[src/hdl/nfps_pkg.sv]
// ----------------------------------------------------------------------------
// nfps_pkg
// Shared types and constants for the nearest four point selector.
// ----------------------------------------------------------------------------
`default_nettype none

package nfps_pkg;

  // Field widths
  localparam int COORD_W = 16;   // unsigned 12.4 coordinate
  localparam int SQ_W    = 32;   // square of a 12.4 difference, 24.8
  localparam int DIST_W  = 33;   // sum of two squares, 25.8
  localparam int RANK_W  = 2;

  // Default number of kept neighbors
  localparam int KEEP_COUNT_DEF = 4;

  // Configuration register indexes
  localparam int CFG_IDX_W = 1;
  localparam logic [CFG_IDX_W-1:0] CFG_CAND_X = 1'b0;
  localparam logic [CFG_IDX_W-1:0] CFG_CAND_Y = 1'b1;

  // One kept point
  typedef struct packed {
    logic [COORD_W-1:0] x;
    logic [COORD_W-1:0] y;
    logic [DIST_W-1:0]  dsq;
  } point_t;

  // Point after the squaring stage
  typedef struct packed {
    logic [COORD_W-1:0] x;
    logic [COORD_W-1:0] y;
    logic [SQ_W-1:0]    dx2;
    logic [SQ_W-1:0]    dy2;
    logic               last;
  } sq_point_t;

  // Handshake between squaring stage and list stage
  typedef struct packed {
    logic valid;
    logic go;
  } stage_ctl_t;

endpackage : nfps_pkg

`default_nettype wire

[src/hdl/nfps_dist.sv]
// ----------------------------------------------------------------------------
// nfps_dist
// Input register stage: absolute differences to the candidate point and
// their squares, registered with the point coordinates.
// ----------------------------------------------------------------------------
`default_nettype none

module nfps_dist
  import nfps_pkg::*;
(
  input  wire logic               clk,
  input  wire logic               rst_n,
  input  wire logic               take,
  input  wire logic [COORD_W-1:0] point_x,
  input  wire logic [COORD_W-1:0] point_y,
  input  wire logic               final_point,
  input  wire logic [COORD_W-1:0] cand_x,
  input  wire logic [COORD_W-1:0] cand_y,
  input  wire logic               go,
  output logic                    valid,
  output sq_point_t               data
);

  logic [COORD_W-1:0] dx;
  logic [COORD_W-1:0] dy;
  logic               valid_r;
  sq_point_t          data_r;

  // Exact magnitudes of the differences
  always_comb begin
    dx = (point_x >= cand_x) ? (point_x - cand_x) : (cand_x - point_x);
    dy = (point_y >= cand_y) ? (point_y - cand_y) : (cand_y - point_y);
  end

  // Stage occupancy
  always_ff @(posedge clk) begin
    if (!rst_n) begin
      valid_r <= 1'b0;
    end else if (take) begin
      valid_r <= 1'b1;
    end else if (go) begin
      valid_r <= 1'b0;
    end
  end

  // Payload: two 16x16 squarers
  always_ff @(posedge clk) begin
    if (take) begin
      data_r.x    <= point_x;
      data_r.y    <= point_y;
      data_r.dx2  <= SQ_W'(dx) * SQ_W'(dx);
      data_r.dy2  <= SQ_W'(dy) * SQ_W'(dy);
      data_r.last <= final_point;
    end
  end

  assign valid = valid_r;
  assign data  = data_r;

endmodule : nfps_dist

`default_nettype wire

[src/hdl/nfps_list.sv]
// ----------------------------------------------------------------------------
// nfps_list
// Ordered list of the nearest points. One insert per cycle while not held:
// distance sum, parallel compares against every slot, then a one-place shift.
// ----------------------------------------------------------------------------
`default_nettype none

module nfps_list
  import nfps_pkg::*;
#(
  parameter int KEEP_COUNT = KEEP_COUNT_DEF,
  parameter int CNT_W      = $clog2(KEEP_COUNT + 1)
)(
  input  wire logic       clk,
  input  wire logic       rst_n,
  input  wire stage_ctl_t ctl,
  input  wire sq_point_t  pt,
  output logic            dr_load,
  output logic [CNT_W-1:0] dr_count,
  output point_t          dr_pts [KEEP_COUNT]
);

  point_t           slot_r   [KEEP_COUNT];
  point_t           slot_nxt [KEEP_COUNT];
  logic [CNT_W-1:0] fill_r;
  logic [CNT_W-1:0] fill_nxt;
  logic [CNT_W-1:0] fill_inc;
  logic [DIST_W-1:0] new_dsq;
  point_t           new_pt;
  logic [KEEP_COUNT-1:0] beat;
  logic [KEEP_COUNT-1:0] prior_beat;   // some earlier slot is beaten
  logic             any_beat;
  logic             not_full;
  logic             go;

  assign go = ctl.valid && ctl.go;

  // Distance of the incoming point
  always_comb begin
    new_dsq = DIST_W'(pt.dx2) + DIST_W'(pt.dy2);
    new_pt  = '{x: pt.x, y: pt.y, dsq: new_dsq};
  end

  assign not_full = (fill_r < CNT_W'(KEEP_COUNT));
  assign any_beat = prior_beat[KEEP_COUNT-1] | beat[KEEP_COUNT-1];
  assign fill_inc = fill_r + CNT_W'(not_full);

  // Per-slot compare and next content
  for (genvar g = 0; g < KEEP_COUNT; g++) begin : g_slot
    assign beat[g] = (new_dsq != '0) && (CNT_W'(g) < fill_r) && (new_dsq < slot_r[g].dsq);

    if (g == 0) begin : g_first
      assign prior_beat[g] = 1'b0;
      always_comb begin
        if (beat[g] || (!any_beat && fill_r == CNT_W'(g))) begin
          slot_nxt[g] = new_pt;
        end else begin
          slot_nxt[g] = slot_r[g];
        end
      end
    end else begin : g_rest
      assign prior_beat[g] = prior_beat[g-1] | beat[g-1];
      always_comb begin
        if (prior_beat[g]) begin
          slot_nxt[g] = slot_r[g-1];
        end else if (beat[g] || (!any_beat && fill_r == CNT_W'(g))) begin
          slot_nxt[g] = new_pt;
        end else begin
          slot_nxt[g] = slot_r[g];
        end
      end
    end
  end

  // Final point empties the list after handing it over
  always_comb begin
    fill_nxt = fill_r;
    if (go) begin
      fill_nxt = pt.last ? '0 : fill_inc;
    end
  end

  always_ff @(posedge clk) begin
    if (!rst_n) begin
      fill_r <= '0;
    end else begin
      fill_r <= fill_nxt;
    end
  end

  // Slot payload, no reset
  always_ff @(posedge clk) begin
    if (go) begin
      slot_r <= slot_nxt;
    end
  end

  // Handover to the output buffer
  assign dr_load  = go && pt.last;
  assign dr_count = fill_inc;
  assign dr_pts   = slot_nxt;

endmodule : nfps_list

`default_nettype wire

[src/hdl/nfps_drain.sv]
// ----------------------------------------------------------------------------
// nfps_drain
// Output buffer: holds a finished list and shifts it out one neighbor per
// taken result.
// ----------------------------------------------------------------------------
`default_nettype none

module nfps_drain
  import nfps_pkg::*;
#(
  parameter int KEEP_COUNT = KEEP_COUNT_DEF,
  parameter int CNT_W      = $clog2(KEEP_COUNT + 1),
  parameter int IDX_W      = (KEEP_COUNT > 1) ? $clog2(KEEP_COUNT) : 1
)(
  input  wire logic             clk,
  input  wire logic             rst_n,
  input  wire logic             load,
  input  wire logic [CNT_W-1:0] count,
  input  wire point_t           pts [KEEP_COUNT],
  input  wire logic             out_stall,
  output logic                  busy,
  output logic                  free,
  output logic                  out_valid,
  output point_t                head,
  output logic [RANK_W-1:0]     rank,
  output logic                  end_of_list
);

  point_t           buf_r [KEEP_COUNT];
  logic [CNT_W-1:0] left_r;
  logic [IDX_W-1:0] rank_r;
  logic             pop;

  assign busy      = (left_r != '0);
  assign out_valid = busy;
  assign pop       = busy && !out_stall;

  // Ready for a new list: empty, or the last neighbor leaves this cycle
  assign free      = !busy || (pop && left_r == CNT_W'(1));

  // Remaining count and rank
  always_ff @(posedge clk) begin
    if (!rst_n) begin
      left_r <= '0;
      rank_r <= '0;
    end else if (load) begin
      left_r <= count;
      rank_r <= '0;
    end else if (pop) begin
      left_r <= left_r - CNT_W'(1);
      rank_r <= rank_r + IDX_W'(1);
    end
  end

  // Shift line, head at entry zero
  for (genvar g = 0; g < KEEP_COUNT; g++) begin : g_buf
    if (g == KEEP_COUNT - 1) begin : g_tail
      always_ff @(posedge clk) begin
        if (load) begin
          buf_r[g] <= pts[g];
        end
      end
    end else begin : g_mid
      always_ff @(posedge clk) begin
        if (load) begin
          buf_r[g] <= pts[g];
        end else if (pop) begin
          buf_r[g] <= buf_r[g+1];
        end
      end
    end
  end

  assign head        = buf_r[0];
  assign rank        = RANK_W'(rank_r);
  assign end_of_list = (left_r == CNT_W'(1));

endmodule : nfps_drain

`default_nettype wire

[src/hdl/nearest_four_point_selector.sv]
// ----------------------------------------------------------------------------
// nearest_four_point_selector
// Keeps the KEEP_COUNT points nearest to a configured candidate point and
// emits them, nearest first, when a point marked final arrives.
// ----------------------------------------------------------------------------
// Takes one point per clock while in_stall is low. A point is registered with
// its two squared coordinate differences, then enters the kept list, where
// its squared distance is compared against all slots at once. A final point
// hands the whole list to an output buffer, which sends one neighbor per
// cycle while out_stall is low once the list is loaded into its registers;
// the list itself is free for the next set immediately. Input stalls only
// while a final point waits for the output buffer to hand out the last
// neighbor of the previous set; the new list loads in the cycle that
// neighbor is taken, so input and output of successive sets overlap.
// Candidate registers may be written
// only while the block is idle.
`default_nettype none

module nearest_four_point_selector
  import nfps_pkg::*;
#(
  parameter int KEEP_COUNT = KEEP_COUNT_DEF
)(
  input  wire logic                 clk,
  input  wire logic                 rst_n,
  // point input
  input  wire logic                 in_valid,
  output logic                      in_stall,
  input  wire logic [COORD_W-1:0]   in_point_x,
  input  wire logic [COORD_W-1:0]   in_point_y,
  input  wire logic                 in_final_point,
  // neighbor output
  output logic                      out_valid,
  input  wire logic                 out_stall,
  output logic [COORD_W-1:0]        out_neighbor_x,
  output logic [COORD_W-1:0]        out_neighbor_y,
  output logic [DIST_W-1:0]         out_neighbor_dist_sq,
  output logic [RANK_W-1:0]         out_rank,
  output logic                      out_end_of_list,
  // configuration
  input  wire logic                 cfg_valid,
  output logic                      cfg_ready,
  input  wire logic [CFG_IDX_W-1:0] cfg_index,
  input  wire logic [COORD_W-1:0]   cfg_data
);

  localparam int CNT_W = $clog2(KEEP_COUNT + 1);

  logic [COORD_W-1:0] cand_x_r;
  logic [COORD_W-1:0] cand_y_r;
  logic               take;
  logic               a_valid;
  sq_point_t          a_data;
  stage_ctl_t         a_ctl;
  logic               dr_load;
  logic [CNT_W-1:0]   dr_count;
  point_t             dr_pts [KEEP_COUNT];
  logic               drain_busy;
  logic               drain_free;
  point_t             head;

  // Candidate registers
  assign cfg_ready = 1'b1;

  always_ff @(posedge clk) begin
    if (!rst_n) begin
      cand_x_r <= '0;
      cand_y_r <= '0;
    end else if (cfg_valid && cfg_ready) begin
      unique case (cfg_index)
        CFG_CAND_X: cand_x_r <= cfg_data;
        CFG_CAND_Y: cand_y_r <= cfg_data;
        default:    ;
      endcase
    end
  end

  // Flow control: only a final point can be held, waiting on the buffer
  always_comb begin
    a_ctl.valid = a_valid;
    a_ctl.go    = a_valid && (!a_data.last || drain_free);
    in_stall    = a_valid && !a_ctl.go;
    take        = in_valid && !in_stall;
  end

  nfps_dist u_dist (
    .clk         (clk),
    .rst_n       (rst_n),
    .take        (take),
    .point_x     (in_point_x),
    .point_y     (in_point_y),
    .final_point (in_final_point),
    .cand_x      (cand_x_r),
    .cand_y      (cand_y_r),
    .go          (a_ctl.go),
    .valid       (a_valid),
    .data        (a_data)
  );

  nfps_list #(
    .KEEP_COUNT (KEEP_COUNT),
    .CNT_W      (CNT_W)
  ) u_list (
    .clk      (clk),
    .rst_n    (rst_n),
    .ctl      (a_ctl),
    .pt       (a_data),
    .dr_load  (dr_load),
    .dr_count (dr_count),
    .dr_pts   (dr_pts)
  );

  nfps_drain #(
    .KEEP_COUNT (KEEP_COUNT),
    .CNT_W      (CNT_W)
  ) u_drain (
    .clk         (clk),
    .rst_n       (rst_n),
    .load        (dr_load),
    .count       (dr_count),
    .pts         (dr_pts),
    .out_stall   (out_stall),
    .busy        (drain_busy),
    .free        (drain_free),
    .out_valid   (out_valid),
    .head        (head),
    .rank        (out_rank),
    .end_of_list (out_end_of_list)
  );

  assign out_neighbor_x       = head.x;
  assign out_neighbor_y       = head.y;
  assign out_neighbor_dist_sq = head.dsq;

  // Input is held back only behind a busy output buffer
  a_stall_cause : assert property (@(posedge clk) disable iff (!rst_n)
    in_stall |-> (drain_busy && a_data.last))
    else $error("input stalled without a pending final point");

  // A list is loaded only once the previous one is out or leaving
  a_no_overwrite : assert property (@(posedge clk) disable iff (!rst_n)
    dr_load |-> drain_free)
    else $error("output buffer loaded while busy");

  // After the last neighbor: idle, or a new set at its first rank
  a_end_drains : assert property (@(posedge clk) disable iff (!rst_n)
    (out_valid && !out_stall && out_end_of_list) |=> (!out_valid || out_rank == '0))
    else $error("results continue after end of list");

  // Every set starts at rank zero
  a_first_rank : assert property (@(posedge clk) disable iff (!rst_n)
    $rose(out_valid) |-> (out_rank == '0))
    else $error("set does not start at rank zero");

endmodule : nearest_four_point_selector

`default_nettype wire

[config.mk]
export PLATFORM = sky130hd
export DESIGN_NAME = nearest_four_point_selector
export DESIGN_NICKNAME = d
export VERILOG_FILES = /design/src/hdl/nfps_pkg.sv /design/src/hdl/nfps_dist.sv /design/src/hdl/nfps_list.sv /design/src/hdl/nfps_drain.sv /design/src/hdl/nearest_four_point_selector.sv
export SDC_FILE = /design/constraint.sdc
export NUM_CORES = 2
export LEC_CHECK = 0
export ABC_CLOCK_PERIOD_IN_PS = 15700
export BUFFER_PORTS_ARGS = -buffer_cell sky130_fd_sc_hd__buf_2
export CAP_MARGIN = 20
export CORE_MARGIN = 5
export CORE_UTILIZATION = 60
export DETAILED_ROUTE_END_ITERATION = 7
export PLACE_DENSITY = 0.82
export SYNTH_ARGS = -nofsm -noshare
export SYNTH_HDL_FRONTEND = slang
export SYNTH_SLANG_ARGS = --single-unit
[constraint.sdc]
create_clock -name clk -period 15.7 [get_ports clk]
set_clock_uncertainty 0.2 [all_clocks]
set_input_delay 0.785 -clock clk [delete_from_list [all_inputs] [get_ports clk]]
set_output_delay 0.785 -clock clk [all_outputs]
set_load 0.05 [all_outputs]
==> results by group <==
Run status
  • Status: finished, violations left
  • Failing checks: DRC

Hold path
  • Hold Crit Class: input pin to register
  • Hold depth: 1

Yosys
  • Synth unique cells: 93
  • Largest area contributor in the netlist: edfxtp_1
  • Avg Cell Area, Syn: 10.5 sq um
  • Synth Instances: roughly 4.8k
  • Most common cell in the netlist: inv_1
  • Most used DFF post-synth: edfxtp_1
  • YS warnings: 0
  • Area of the mapped netlist: ~50000 sq um
  • Top cells by count, synth: 693 x inv_1, 615 x edfxtp_1, 429 x ha_1, 420 x nor2_1, 343 x a21oi_1
  • Top cell type's share of synthesized area: between 30% and 40%
  • Syn Nets: ~5.6k
  • Post-synth EDFFs: around 600
  • FF+latch count, synth: 656
  • Top post-synthesis cells by area: edfxtp_1 37%, fa_1 13%, ha_1 11%
  • Share of async-settable or async-resettable flops after synthesis: 0%
  • Register area share after synthesis: roughly two fifths

Route
  • DRT Wirelength: approximately 130000 um
  • Via count: 36.8k
  • Post-DRT Antenna Nets: 0
  • DRC violations left: 18
  • Wire per inst: around 22 um
  • Number of vias per cell: about 6.2
  • 1st-pass router iterations: 8
  • 1st-iter DRT viols: 3650

Clock network
  • Post_cts resized: 0
  • H-tree levels: 3
  • TritonCTS clock tree: yes
  • Clock Tree Root: clkbuf_16
  • Postcts setup bufs: 0
  • CTS Hold Bufs: 0
  • Clock sink count: around 660
  • Skew-Pair Late Insertion Delay: approximately 0.65 ns
  • CTS buffer count: 73
  • Maximum root-to-sink buffer count: 3
  • Clock transition at path regs: about 0.060 ns

Setup path
  • Worst reg-to-reg path cell count: 36
  • Most used cell, CP: fa_1
  • Critical Path Fanout Max: 18
  • Critical path's largest stage delay: between 0.7 and 0.8 ns
  • CP startpoint: cand_y_r[0]
  • Worst-path cell with the longest stage delay: o41ai_1
  • Crit path required time: between 15 and 20 ns
  • Reg-to-Reg End: u_dist.data[32]
  • Worst R2R Start: cand_y_r[0]
  • Flop-to-flop setup slack: roughly 4.4 ns
  • Critical Path End: u_dist.data[32]
  • Crit. End Element: register
  • Critical Path AT: between 10 and 15 ns
  • Crit path kind: register to register
  • Critical Path Start Type: register

Placed design
  • Pre-CTS setup slack: 3.72 ns
  • Port bufs: between 100 and 150
  • Post-detail-place hpwl: between 90000 and 100000 um
  • RD Place Congestion: ~0.95

Cells and area
  • Area of the multi-input gates: between 20000 and 30000 sq um
  • Layout cells sized above 1: between 10% and 20%
  • Area growth syn-to-layout: 8.18%
  • Seq. cell area: between 15000 and 20000 sq um
  • Nets: 5649
  • Final Util: 65.3%
  • Layout fillers: between 6k and 7k

Die
  • Total core area: 83400 sq um
  • Die W: approximately 300 um
  • Die area: roughly 90000 sq um
  • IO Count: 126
  • Placement Rows: approximately 110
  • Die Span Y: 300 um
  • Initial core utilization: around three fifths

Global routing
  • First-pass GRT wire length: 203000 um
  • Largest net degree at the start of global routing: around 110
  • Global Route Usage Sum: between 20% and 30%
  • Grt total ovfl: 0
  • Vias in the first global route: 37.3k
  • Initial antenna violation count: 5

Timing
  • Final hold vios: 0
  • Max Slew Vio Count: 0
  • Final worst slack: approximately 4.4 ns
  • Final min period: roughly 11 ns
  • RSZ-0062 raised after global routing: no
  • Worst rel slew slack: 22.0%
  • F_max: ~0.088 GHz
  • Final period util: around 72%
  • Setup Viol. Count Final: 0
  • Setup_tns: 0 ns
  • Worst-Margin Slew: 1.17 ns

Run
  • Max-cap check violation count: 0
## worst max-delay path: cells and delay by family, from the launching register on
family          cells  cell delay (ns)
fa+ha+maj           9             3.74
xor+xnor            2             0.64
mux                 1             0.37
simple gates        4             1.70
buf+inv             7             0.73
compound gates     13             3.28
flops               1             0.35
## area by class of cell
class / count / area share, %
Tap cell: 1080 / 2.48
Clock inverter: 35 / 0.849
Clock buffer: 94 / 3.57
Sequential cell: 656 / 35.4
Inverter: 700 / 4.84
Timing Repair Buffer: 195 / 2.15
Multi-Input combinational cell: 3211 / 50.7
Antenna cell: 2 / 0.00918
## sequential cells by signal, indices dropped and copies added (netlist names)
register	cells
u_dist.data	95
u_dist.valid	1
cand_x_r	16
cand_y_r	16
u_drain.buf_r	260
u_drain.rank	2
u_list.fill_r	3
u_list.slot_r	260
u_drain.left_r	3
## kinds of logic after synthesis
| group | count (synthesis) | share of synthesized area [%] |
|---|---|---|
| and+or+nand+nor | 1085 | 9.58 |
| AOI/OAI and AO/OA | 925 | 12.4 |
| buffers and inverters | 910 | 7.09 |
| adders and majority gates | 757 | 23.7 |
| DFF | 656 | 38.3 |
| muxes | 315 | 6.69 |
| xor gates and xnor gates | 128 | 2.22 |
| other | 1 | 0.00744 |
## metal layers
| layer | up-vias | wire length (um) | global-route usage (%) |
|---|---|---|---|
| li1 | 16600 | - | - |
| met1 | 17900 | 51800 | 38.0 |
| met2 | 1885 | 61000 | 45.5 |
| met3 | 344 | 13000 | 6.77 |
| met4 | 0 | 4680 | 10.3 |
| met5 | - | 0 | 0 |
## per-stage QoR
stage | std cells | hold WS [ns] | instance area, sq um
floorplan | 4777 | 0.244 | 50400
global placement | 5841 | 0.255 | 52100
detailed placement | 5841 | 0.263 | 52100
CTS | 5970 | 0.123 | 54500
global route | 5973 | 0.141 | 54500
finish | 5973 | 0.143 | 54500
## cells in the final DEF (no fill, tap or decap), drive strengths merged, types with 111 or more instances in the layout
cell      n
mux2i   140
edfxtp  615
nand2   334
ha      429
fa      328
a21oi   344
buf     195
a21o    111
mux2    175
inv     698
nor2    421
## worst min path at each step
stage	from	endpoint	slack [ns]
after floorplan	cand_x_r[15]	cand_x_r[15]	0.24
after global placement	cand_x_r[15]	cand_x_r[15]	0.25
after detailed placement	cand_x_r[15]	cand_x_r[15]	0.26
after CTS	in_point_y[7]	u_dist.data[72]	0.12
after global routing	in_point_x[2]	u_dist.data[83]	0.14
final	in_point_y[7]	u_dist.data[72]	0.14
Power is left out: the tool's default activity adds up to more than one toggle a clock period on the data nets, which glitch-free logic cannot reach.
